<file path="src/sv/i2cmts_pkg.sv">
// Package for the I2C master transaction sequencer.
// Holds bus status codes, acknowledge actions, request kinds and error codes.
// No dependencies.
package i2cmts_pkg;

	// Request kinds carried in the operation field.
	localparam logic OP_START = 1'b0;
	localparam logic OP_EVENT = 1'b1;

	// Bus controller status codes, with the low three bits cleared.
	localparam logic [7:0] ST_START        = 8'h08;
	localparam logic [7:0] ST_RESTART      = 8'h10;
	localparam logic [7:0] ST_SLAW_ACK     = 8'h18;
	localparam logic [7:0] ST_SLAW_NACK    = 8'h20;
	localparam logic [7:0] ST_TX_DATA_ACK  = 8'h28;
	localparam logic [7:0] ST_TX_DATA_NACK = 8'h30;
	localparam logic [7:0] ST_ARB_LOST     = 8'h38;
	localparam logic [7:0] ST_SLAR_ACK     = 8'h40;
	localparam logic [7:0] ST_SLAR_NACK    = 8'h48;
	localparam logic [7:0] ST_RX_DATA_ACK  = 8'h50;
	localparam logic [7:0] ST_RX_DATA_NACK = 8'h58;
	localparam logic [7:0] ST_ARB_SLA_W    = 8'h68;
	localparam logic [7:0] ST_ARB_GEN_CALL = 8'h78;
	localparam logic [7:0] ST_ARB_SLA_R    = 8'hB0;

	// Address byte masks.
	localparam logic [7:0] ADDR_WRITE_MASK = 8'hFE;
	localparam logic [7:0] ADDR_READ_BIT   = 8'h01;

	// Acknowledge control actions.
	localparam logic [1:0] ACK_LEAVE = 2'd0;
	localparam logic [1:0] ACK_SET   = 2'd1;
	localparam logic [1:0] ACK_CLEAR = 2'd2;

	// Error codes latched at the end of a failed transfer.
	localparam logic [3:0] ERR_NONE          = 4'd0;
	localparam logic [3:0] ERR_COUNT         = 4'd1;
	localparam logic [3:0] ERR_START_STATE   = 4'd2;
	localparam logic [3:0] ERR_TX_STATE      = 4'd4;
	localparam logic [3:0] ERR_SLAR_STATE    = 4'd5;
	localparam logic [3:0] ERR_RX_ACK_STATE  = 4'd6;
	localparam logic [3:0] ERR_RX_NACK_STATE = 4'd7;
	localparam logic [3:0] ERR_NACK          = 4'd8;
	localparam logic [3:0] ERR_ARB_LOST      = 4'd9;
	localparam logic [3:0] ERR_UNKNOWN       = 4'd10;

endpackage

</file>
<file path="src/sv/i2c_master_transaction_sequencer.sv">
// Top level of the I2C master transaction sequencer.
// Depends on i2cmts_pkg for status codes, acknowledge actions and error codes.
//
// Channel  | Handshake             | Payload
// ---------+-----------------------+------------------------------------------
// request  | in_valid / in_stall   | operation .. tx_byte, one bus event each
// result   | out_valid / out_stall | load_data .. error_code, one per request
//
// Each request passes from acceptance into the input register, then through the
// decode logic into the result register.
// A new request is accepted every cycle while the result side keeps up; the
// transfer state is updated as a request moves into the result register.
// Reset clears the transfer state and both valid flags; a stalled result holds
// and the input register then holds one further request before in_stall rises.
module i2c_master_transaction_sequencer #(
	parameter int unsigned MAX_BYTES = 512
) (
	input  logic       clk,
	input  logic       arst_n,
	input  logic       in_valid,
	output logic       in_stall,
	input  logic       operation,
	input  logic [7:0] slave_address,
	input  logic       two_byte_address,
	input  logic       direction,
	input  logic [15:0] sub_address,
	input  logic [9:0] byte_count,
	input  logic [7:0] status_code,
	input  logic [7:0] rx_byte,
	input  logic [7:0] tx_byte,
	output logic       out_valid,
	input  logic       out_stall,
	output logic       load_data,
	output logic [7:0] data_byte,
	output logic       send_start,
	output logic       send_stop,
	output logic [1:0] ack_action,
	output logic       release_interrupt,
	output logic       rx_valid,
	output logic       tx_taken,
	output logic       done_res,
	output logic [3:0] error_code
);
	import i2cmts_pkg::*;

	localparam logic [16:0] MaxCount = 17'(MAX_BYTES);

	typedef enum logic [2:0] {
		PH_IDLE,
		PH_SLA_WR,
		PH_SUB_HI,
		PH_SUB_LO,
		PH_RESTART,
		PH_SLA_RD,
		PH_RECEIVE,
		PH_SEND
	} phase_t;

	// Input register.
	logic        valid_s1;
	logic        operation_s1;
	logic [7:0]  slave_address_s1;
	logic        two_byte_address_s1;
	logic        direction_s1;
	logic [15:0] sub_address_s1;
	logic [9:0]  byte_count_s1;
	logic [7:0]  status_code_s1;
	logic [7:0]  tx_byte_s1;

	// Transfer state.
	phase_t      phase_q;
	logic [7:0]  slave_byte_q;
	logic        wide_address_q;
	logic        is_write_q;
	logic [15:0] target_address_q;
	logic [9:0]  remaining_q;
	logic [3:0]  error_latch_q;
	logic        finished_q;

	// Next state.
	phase_t      phase_nxt;
	logic [7:0]  slave_byte_nxt;
	logic        wide_address_nxt;
	logic        is_write_nxt;
	logic [15:0] target_address_nxt;
	logic [9:0]  remaining_nxt;
	logic [3:0]  error_latch_nxt;
	logic        finished_nxt;

	// Result fields before the result register.
	logic        load_res;
	logic [7:0]  data_res;
	logic        start_res;
	logic        stop_res;
	logic [1:0]  ack_res;
	logic        rel_res;
	logic        rxv_res;
	logic        txt_res;
	logic [3:0]  err;
	logic [7:0]  status_masked;

	// Result register.
	logic        valid_s2;
	logic        load_data_s2;
	logic [7:0]  data_byte_s2;
	logic        send_start_s2;
	logic        send_stop_s2;
	logic [1:0]  ack_action_s2;
	logic        release_interrupt_s2;
	logic        rx_valid_s2;
	logic        tx_taken_s2;
	logic        done_res_s2;
	logic [3:0]  error_code_s2;

	logic out_free;
	logic advance;
	logic in_take;

	// Pipeline flow control.
	assign out_free = !valid_s2 || !out_stall;
	assign advance  = valid_s1 && out_free;
	assign in_stall = valid_s1 && !out_free;
	assign in_take  = in_valid && !in_stall;

	assign status_masked = {status_code_s1[7:3], 3'b000};

	// Decode of one request against the transfer state.
	always_comb begin
		phase_nxt          = phase_q;
		slave_byte_nxt     = slave_byte_q;
		wide_address_nxt   = wide_address_q;
		is_write_nxt       = is_write_q;
		target_address_nxt = target_address_q;
		remaining_nxt      = remaining_q;
		error_latch_nxt    = error_latch_q;
		finished_nxt       = finished_q;
		load_res  = 1'b0;
		data_res  = 8'h00;
		start_res = 1'b0;
		stop_res  = 1'b0;
		ack_res   = ACK_LEAVE;
		rel_res   = 1'b0;
		rxv_res   = 1'b0;
		txt_res   = 1'b0;
		err       = ERR_NONE;

		if (operation_s1 == OP_START) begin
			slave_byte_nxt     = slave_address_s1;
			wide_address_nxt   = two_byte_address_s1;
			is_write_nxt       = direction_s1;
			target_address_nxt = sub_address_s1;
			remaining_nxt      = byte_count_s1;
			error_latch_nxt    = ERR_NONE;
			finished_nxt       = 1'b0;
			if (byte_count_s1 == 10'd0 || {7'd0, byte_count_s1} > MaxCount) begin
				error_latch_nxt = ERR_COUNT;
				phase_nxt       = PH_IDLE;
				finished_nxt    = 1'b1;
			end else begin
				phase_nxt = PH_SLA_WR;
				start_res = 1'b1;
			end
		end else if (phase_q != PH_IDLE) begin
			unique case (status_masked)
				ST_START, ST_RESTART: begin
					if (phase_q == PH_SLA_WR) begin
						load_res  = 1'b1;
						data_res  = slave_byte_q & ADDR_WRITE_MASK;
						rel_res   = 1'b1;
						phase_nxt = wide_address_q ? PH_SUB_HI : PH_SUB_LO;
					end else if (phase_q == PH_SLA_RD) begin
						load_res  = 1'b1;
						data_res  = slave_byte_q | ADDR_READ_BIT;
						rel_res   = 1'b1;
						phase_nxt = PH_RECEIVE;
					end else begin
						err = ERR_START_STATE;
					end
				end
				ST_SLAW_ACK, ST_TX_DATA_ACK: begin
					if (phase_q == PH_SUB_HI) begin
						load_res  = 1'b1;
						data_res  = target_address_q[15:8];
						rel_res   = 1'b1;
						phase_nxt = PH_SUB_LO;
					end else if (phase_q == PH_SUB_LO) begin
						load_res  = 1'b1;
						data_res  = target_address_q[7:0];
						rel_res   = 1'b1;
						phase_nxt = is_write_q ? PH_SEND : PH_RESTART;
					end else if (phase_q == PH_RESTART) begin
						start_res = 1'b1;
						rel_res   = 1'b1;
						phase_nxt = PH_SLA_RD;
					end else if (phase_q == PH_SEND) begin
						if (remaining_q != 10'd0) begin
							load_res      = 1'b1;
							data_res      = tx_byte_s1;
							txt_res       = 1'b1;
							rel_res       = 1'b1;
							remaining_nxt = remaining_q - 10'd1;
						end else begin
							stop_res     = 1'b1;
							rel_res      = 1'b1;
							phase_nxt    = PH_IDLE;
							finished_nxt = 1'b1;
						end
					end else begin
						err = ERR_TX_STATE;
					end
				end
				ST_SLAR_ACK: begin
					if (phase_q == PH_RECEIVE) begin
						ack_res = (remaining_q <= 10'd1) ? ACK_CLEAR : ACK_SET;
						rel_res = 1'b1;
					end else begin
						err = ERR_SLAR_STATE;
					end
				end
				ST_RX_DATA_ACK: begin
					if (phase_q == PH_RECEIVE) begin
						if (remaining_q != 10'd0) begin
							rxv_res       = 1'b1;
							remaining_nxt = remaining_q - 10'd1;
							// The byte after this one is the last, so it gets a NACK.
							ack_res       = (remaining_q == 10'd2) ? ACK_CLEAR : ACK_SET;
							rel_res       = 1'b1;
						end else begin
							err = ERR_COUNT;
						end
					end else begin
						err = ERR_RX_ACK_STATE;
					end
				end
				ST_RX_DATA_NACK: begin
					if (phase_q == PH_RECEIVE) begin
						if (remaining_q == 10'd1) begin
							remaining_nxt = 10'd0;
							rxv_res       = 1'b1;
							stop_res      = 1'b1;
							rel_res       = 1'b1;
							phase_nxt     = PH_IDLE;
							finished_nxt  = 1'b1;
						end else begin
							err = ERR_COUNT;
						end
					end else begin
						err = ERR_RX_NACK_STATE;
					end
				end
				ST_SLAW_NACK, ST_TX_DATA_NACK, ST_SLAR_NACK: begin
					err = ERR_NACK;
				end
				ST_ARB_LOST, ST_ARB_SLA_W, ST_ARB_GEN_CALL, ST_ARB_SLA_R: begin
					err = ERR_ARB_LOST;
				end
				default: begin
					err = ERR_UNKNOWN;
				end
			endcase

			// Any error sends STOP and closes the transfer.
			if (err != ERR_NONE) begin
				load_res        = 1'b0;
				data_res        = 8'h00;
				start_res       = 1'b0;
				ack_res         = ACK_LEAVE;
				rxv_res         = 1'b0;
				txt_res         = 1'b0;
				stop_res        = 1'b1;
				rel_res         = 1'b1;
				error_latch_nxt = err;
				phase_nxt       = PH_IDLE;
				finished_nxt    = 1'b1;
			end
		end
	end

	// Input register valid flag.
	always_ff @(posedge clk or negedge arst_n) begin
		if (!arst_n) begin
			valid_s1 <= 1'b0;
		end else if (in_take) begin
			valid_s1 <= 1'b1;
		end else if (advance) begin
			valid_s1 <= 1'b0;
		end
	end

	// Input register payload.
	always_ff @(posedge clk) begin
		if (in_take) begin
			operation_s1        <= operation;
			slave_address_s1    <= slave_address;
			two_byte_address_s1 <= two_byte_address;
			direction_s1        <= direction;
			sub_address_s1      <= sub_address;
			byte_count_s1       <= byte_count;
			status_code_s1      <= status_code;
			tx_byte_s1          <= tx_byte;
		end
	end

	// Transfer state, updated as each request is decoded.
	always_ff @(posedge clk or negedge arst_n) begin
		if (!arst_n) begin
			phase_q          <= PH_IDLE;
			slave_byte_q     <= 8'h00;
			wide_address_q   <= 1'b0;
			is_write_q       <= 1'b0;
			target_address_q <= 16'h0000;
			remaining_q      <= 10'd0;
			error_latch_q    <= ERR_NONE;
			finished_q       <= 1'b0;
		end else if (advance) begin
			phase_q          <= phase_nxt;
			slave_byte_q     <= slave_byte_nxt;
			wide_address_q   <= wide_address_nxt;
			is_write_q       <= is_write_nxt;
			target_address_q <= target_address_nxt;
			remaining_q      <= remaining_nxt;
			error_latch_q    <= error_latch_nxt;
			finished_q       <= finished_nxt;
		end
	end

	// Result register valid flag.
	always_ff @(posedge clk or negedge arst_n) begin
		if (!arst_n) begin
			valid_s2 <= 1'b0;
		end else if (advance) begin
			valid_s2 <= 1'b1;
		end else if (!out_stall) begin
			valid_s2 <= 1'b0;
		end
	end

	// Result register payload.
	always_ff @(posedge clk) begin
		if (advance) begin
			load_data_s2         <= load_res;
			data_byte_s2         <= data_res;
			send_start_s2        <= start_res;
			send_stop_s2         <= stop_res;
			ack_action_s2        <= ack_res;
			release_interrupt_s2 <= rel_res;
			rx_valid_s2          <= rxv_res;
			tx_taken_s2          <= txt_res;
			done_res_s2          <= finished_nxt;
			error_code_s2        <= error_latch_nxt;
		end
	end

	assign out_valid         = valid_s2;
	assign load_data         = load_data_s2;
	assign data_byte         = data_byte_s2;
	assign send_start        = send_start_s2;
	assign send_stop         = send_stop_s2;
	assign ack_action        = ack_action_s2;
	assign release_interrupt = release_interrupt_s2;
	assign rx_valid          = rx_valid_s2;
	assign tx_taken          = tx_taken_s2;
	assign done_res          = done_res_s2;
	assign error_code        = error_code_s2;

endmodule

</file>
<file path="config.mk">
export PLATFORM = sky130hd
export DESIGN_NAME = i2c_master_transaction_sequencer
export DESIGN_NICKNAME = d
export VERILOG_FILES = /design/src/sv/i2cmts_pkg.sv /design/src/sv/i2c_master_transaction_sequencer.sv
export SDC_FILE = /design/constraint.sdc
export NUM_CORES = 1
export LEC_CHECK = 0
export ABC_AREA = 1
export BUFFER_PORTS_ARGS = -buffer_cell sky130_fd_sc_hd__clkbuf_2
export CAP_MARGIN = 20
export CORE_UTILIZATION = 25
export CTS_BUF_LIST = sky130_fd_sc_hd__clkbuf_8
export CTS_CLUSTER_DIAMETER = 40
export DETAILED_ROUTE_END_ITERATION = 8
export GPL_ROUTABILITY_DRIVEN = 0
export GPL_TIMING_DRIVEN = 0
export PLACE_DENSITY = 0.48
export SETUP_SLACK_MARGIN = 0.02
export SYNTH_ARGS = -nofsm -noshare
export SYNTH_HDL_FRONTEND = slang
export SYNTH_SLANG_ARGS = --single-unit
</file>
<file path="constraint.sdc">
create_clock -name clk -period 2.5 [get_ports clk]
set_input_delay 0.125 -clock clk [delete_from_list [all_inputs] [get_ports clk]]
set_output_delay 0.125 -clock clk [all_outputs]
set_load 0.03 [all_outputs]
</file>
After elaboration in Yosys (flattened, before gate mapping)

Cells that the tools add are included.

Memories: 0
Input bits: 65
Output and inout bits: 23
Bits in registers: 120
Latch bits: 0
Memory bits (writable): 0
Word-level logic and storage cells: 206
ROM bits: 0

Shift operators: 0
Bitwise operators: 3
Eq/ne operators: 39
Reduce and logical (&&, ||, !) cells: 24
Divide/modulo/power cells: 0
Multiply operators: 0
Muxes and demuxes: 109
$lt $le $gt $ge: 2
$add $sub $neg: 1

Operator list:

| cell                                                 | number |
|---|---|
| two-way mux 10 bit                                   | 10 |
| two-way mux 8 bit                                    | 7 |
| two-way mux 3 bit                                    | 17 |
| two-way mux 1 bit                                    | 50 |
| == test 5 x 4 -> 1 bit, second input constant        | 6 |
| case mux 10 bit (3 select lines)                     | 1 |
| two-way mux 4 bit                                    | 7 |
| case mux 4 bit (7 select lines)                      | 1 |
| != test 3 bit, second input constant                 | 7 |
| == test 5 x 3 -> 1 bit, second input constant        | 4 |
| two-way mux 2 bit                                    | 8 |
| case mux 8 bit (2 select lines)                      | 1 |
| != test 7 bit, second input constant                 | 2 |
| == test 3 bit, second input constant                 | 4 |
| == test 10 x 1 -> 1 bit, second input constant       | 1 |
| == test 10 x 2 -> 1 bit, second input constant       | 1 |
| == test 5 x 2 -> 1 bit, second input constant        | 2 |
| > comparator 10 bit, second input constant           | 1 |
| <= comparator 10 x 1 -> 1 bit, second input constant | 1 |
| logical NOT 10 bit                                   | 1 |
| AND reduction 10 bit                                 | 1 |
| nonzero test 10 bit                                  | 1 |
| subtractor 10 x 1 -> 10 bit, second input constant   | 1 |
| case mux 3 bit (3 select lines)                      | 1 |
| 25 further kinds                                     | 42 |

Longest topological paths before layout

Depth in word-level cells: 12
Gate-level depth with buffers: 14
Mapped depth without buffers: 14

Worst setup path before layout

Ideal clock, no wire load.

Path kind: register -> register
Start: register valid_s2, in the netlist out_valid
End: register byte_count_s1[0], enable pin
Slack: 0.175 ns
Data arrival time: 1.848 ns
Cell stages (with the launch flop): 6
Required time: 2.023 ns
Library setup time: 0.477 ns
Buffers on the path: 0
Clock period less this slack: 2.325 ns
Cells stage by stage: dfrtp_1 > nand2_1 > nor2_1 > inv_1 > nand2_1 > inv_1

Longest elaborated chain between the ends: 6

Ends and longest elaborated chain:

| item                     | line                                    | text |
|---|---|---|
| start: declaration       | i2c_master_transaction_sequencer.sv:103 | `logic valid_s2;` |
| start signal: assignment | i2c_master_transaction_sequencer.sv:330 | `valid_s2 <= 1'b0;` |
| start signal: assignment | i2c_master_transaction_sequencer.sv:332 | `valid_s2 <= 1'b1;` |
| start signal: assignment | i2c_master_transaction_sequencer.sv:334 | `valid_s2 <= 1'b0;` |
| logical NOT 1 bit        | i2c_master_transaction_sequencer.sv:120 | `assign out_free = !valid_s2 \|\| !out_stall;` |
| logical OR 1 bit         | i2c_master_transaction_sequencer.sv:120 |  |
| logical NOT 1 bit        | i2c_master_transaction_sequencer.sv:122 | `assign in_stall = valid_s1 && !out_free;` |
| logical AND 1 bit        | i2c_master_transaction_sequencer.sv:122 |  |
| named net in_stall       | i2c_master_transaction_sequencer.sv:21  | `output logic in_stall,` |
| logical NOT 1 bit        | i2c_master_transaction_sequencer.sv:123 | `assign in_take = in_valid && !in_stall;` |
| logical AND 1 bit        | i2c_master_transaction_sequencer.sv:123 |  |
| named net in_take        | i2c_master_transaction_sequencer.sv:117 | `logic in_take;` |
| end signal: assignment   | i2c_master_transaction_sequencer.sv:298 | `byte_count_s1 <= byte_count;` |
| end: declaration         | i2c_master_transaction_sequencer.sv:66  | `logic [9:0] byte_count_s1;` |

The timed path passes the listed nets, and every way through them passes these cells.
A chain may end at the register's enable or synchronous reset.

Final worst setup path

Start: register valid_s2, in the netlist out_valid
End: register remaining_q[2]

Longest elaborated chain between the ends: 4

Ends and longest elaborated chain:

| item                           | line                                    | text |
|---|---|---|
| logical NOT 1 bit              | i2c_master_transaction_sequencer.sv:120 |  |
| logical OR 1 bit               | i2c_master_transaction_sequencer.sv:120 |  |
| logical AND 1 bit              | i2c_master_transaction_sequencer.sv:121 | `assign advance = valid_s1 && out_free;` |
| named net advance              | i2c_master_transaction_sequencer.sv:116 | `logic advance;` |
| AND reduction 10 bit (no line) | --                                      |  |
| end signal: assignment         | i2c_master_transaction_sequencer.sv:321 | `remaining_q <= remaining_nxt;` |
| end: declaration               | i2c_master_transaction_sequencer.sv:76  | `logic [9:0] remaining_q;` |

The timed path passes the listed nets, and every way through them passes these cells.

==> flow_metrics.py <==
metrics = {
    "run_status": {
        "status": "completed",
    },
    "worst_setup_path": {
        "crit_arrival_ps": 2590,
        "slowest_delay_ps": 390,
        "startpoint_type": "register",
        "path_cells": "nand2_1 -> nand2_2 -> inv_4 -> nand2_2 -> o21ai_1 -> o21ai_1 -> a21oi_1 -> nand2_2 -> buf_6 -> nand2_1 -> nand2_1",
        "worstSetupPathType": "reg -> reg",
        "crit_slowest_cell": "dfrtp_1",
        "endpoint_kind": "register",
        "required_ps": 2820,
        "cp_max_fo": 27,
    },
    "floorplan": {
        "num_rows": 52,
        "die_area_um2": 21200,
        "core_um2": 20200,
        "io_pins": 88,
        "fp.dieH_um": 145,
        "initial_core_util_pct": 25.4,
        "die_width_um": 145,
    },
    "yosys": {
        "avgSynthCellArea_um2": 10.2,
        "syn_nets": 571,
        "yosys.area.top_type": "edfxtp_1",
        "synth-seq-cells": 115,
        "yosys_warnings": 0,
        "ys_seq_area_share_pct": 62.8,
        "syn_inst": 502,
        "yosys.cell_count.top_type": "nand2_1",
        "synthArstFlopShare_pct": 39.1,
        "synth_ff_type": "edfxtp_1",
        "yosys-top-cells-count": "126 x nand2_1, 70 x edfxtp_1, 57 x nor2_1",
        "syn_area_um2": 5140,
        "synth_cell_types": 35,
        "synth_edf_count": 70,
        "synth_top_area_share_pct": 40.9,
        "synthTopCellsByArea": "edfxtp_1 41%, dfrtp_1 22%, nand2_1 9.2%",
    },
    "layout": {
        "drive_above_1_share_pct": 23.7,
        "nets": 719,
        "finish.utilization_pct": 33.6,
        "area_growth_pct": 32.3,
        "instances_no_fill": 933,
        "insertedDiodeCount": 0,
    },
    "job": {
        "max_cap_viol_count": 0,
    },
    "timing": {
        "setup_viol": 0,
        "drv_slew": 0,
        "tns_ps": 0,
        "post-route-period-util_pct": 90.7,
        "period_minus_slack_ps": 2270,
        "max_freq_mhz": 441,
        "rsz0062_at_grt": "no",
        "relSlewSlack_pct": 57.6,
        "worst_pin_slew_ps": 636,
        "finalHoldViolations": 0,
        "finClkSkew_ps": 10.0,
    },
    "drt": {
        "drc_errors": 0,
        "ant_nets": 0,
        "num_vias": 4015,
        "avgRoutedWirePerCell_um": 13.3,
        "first_pass_iters": 5,
        "wl_mm": 12.4,
        "vias_per_cell": 4.30,
        "drt_iter0_markers": 201,
    },
    "clocking": {
        "htree_levels": 4,
        "cts_max_path_buffers": 2,
        "cts_tree": "built",
        "cts_made_buffers": 17,
        "clock_sinks": 115,
        "clock_latency_ps": 430,
        "cts_root_buf": "clkbuf_8",
        "clkTransAtPathRegs_ps": 70,
        "postCtsSetupBuffers": 0,
    },
    "placement": {
        "dp_hpwl_mm": 9.00,
        "io_buffers": 75,
        "dp.cells": 849,
    },
    "global_routing": {
        "gr-usage-all-layers_pct": 12.5,
        "antenna_found_initial": 0,
        "grt_max_degree": 37,
        "grt_pass1_vias": 4011,
        "grt_pass1_wl_mm": 20.5,
        "overflow": 0,
    },
    "power_and_ir_drop": {
        "ir_drop_mv": 0.319,
        "p_leak_uw": 0.00296,
        "pwr_density_cell_nw_per_um2": 801,
    },
    "worst_hold_path": {
        "min_path_type": "in -> async",
    },
}
-- sequential cells by signal (all words and copies together) (netlist names), 3 cells and up --
signal and cells:
tx_byte_s1 8, remaining_q 10, target_address_q 16, sub_address_s1 16
data_byte 8, status_code_s1 5, byte_count_s1 10, error_code 4
slave_address_s1 7, error_latch_q 4, slave_byte_q 7, phase_q 3
-- layer usage --
metal  wire [um]  track usage, %  vias to the layer above
met5           0               0                        -
met4         193            5.63                        0
met3         534            2.82                       14
met2        5720            19.8                      100
met1        5950            16.4                     1906
li1            -               -                     1995
-- placed cells by master (no fill, tap or decap), types with 3 or more instances in the layout --
master,Yosys,final
edfxtp_1,70,70
dfrtp_1,45,45
nor3_1,6,6
inv_1,31,34
clkbuf_8,0,19
nand2_2,8,8
nand4_1,4,4
clkinv_2,0,3
buf_2,6,6
clkbuf_2,0,75
nor2_1,57,57
nand2_1,126,126
o211ai_1,8,8
dlygate4sd3_1,0,52
a21oi_1,20,20
mux2_2,17,17
xor2_1,3,3
o21ai_0,14,14
ha_1,4,4
o21ai_1,3,3
nand3_1,40,40
inv_2,9,9
a22oi_1,8,8
-- metrics by stage --
| stage | total power, uW | cell area, um2 | worst slack [ps] | hold slack (ps) |
|---|---|---|---|---|
| CTS | 5520 | 6800 | 48.5 | 250 |
| global placement | 3730 | 5860 | 71.9 | 304 |
| detailed placement | 3770 | 5900 | 68.1 | 174 |
| floorplan | 3420 | 5140 | 175 | -171 |
| finish | 5450 | 6800 | 234 | 245 |
| global route | 5790 | 6800 | 39.5 | 280 |
-- cell families (layout without fill, tap and decap cells) --
| group | count (synthesis) | in the layout | share of synthesized area [%] |
|---|---|---|---|
| xor+xnor | 4 | 4 | 0.681 |
| buf+inv | 53 | 214 | 4.31 |
| simple gates | 249 | 249 | 20.6 |
| fa+ha+maj | 4 | 4 | 0.973 |
| mux | 17 | 17 | 3.72 |
| flops | 115 | 115 | 62.8 |
| compound gates | 60 | 60 | 6.98 |
-- worst max-delay path, delay by kind of cell, from the launching register on --
kind	cells	cell delay [ps]
buffers and inverters	2	480
and+or+nand+nor	6	780
AOI/OAI and AO/OA	3	490
DFF	1	390
-- final timing paths --
path	startpoint	end	slack, ps	cells past startpoint
min reg2reg	sub_address_s1[5]	target_address_q[5]	480	1
max	out_valid	remaining_q[2]	230	11
min	arst_n	slave_byte_q[3]	240	2
max reg2reg	out_valid	remaining_q[2]	230	11
max in group asynchronous	arst_n	wide_address_q	1690	3
min in group clk	slave_address[3]	slave_address_s1[3]	400	2
-- area by class of cell --
| cell class | count | area (um2) |
|---|---|---|
| clock buffers | 19 | 262 |
| clock inverters | 13 | 123 |
| well taps | 270 | 338 |
| repair buffers | 129 | 936 |
| multi-input cells | 334 | 1690 |
| plain buffers | 11 | 63.8 |
| fillers | 2068 | 13400 |
| flip-flops and latches | 115 | 3230 |
| inverters | 42 | 160 |
-- where the power goes --
part,switching [uW],internal (uW),total [uW]
clock network,735,919,1650
registers,197,2380,2570
logic,753,468,1220
-- repair_timing --
| action | 4_1_cts | 5_1_grt |
|---|---|---|
| resized for setup | 0 | 2 |
| setup endpoints to repair | 0 | 10 |
| endpoints found under the hold margin | 72 | 0 |
| hold buffers | 52 | 0 |
(Power assumes the default switching activity.)
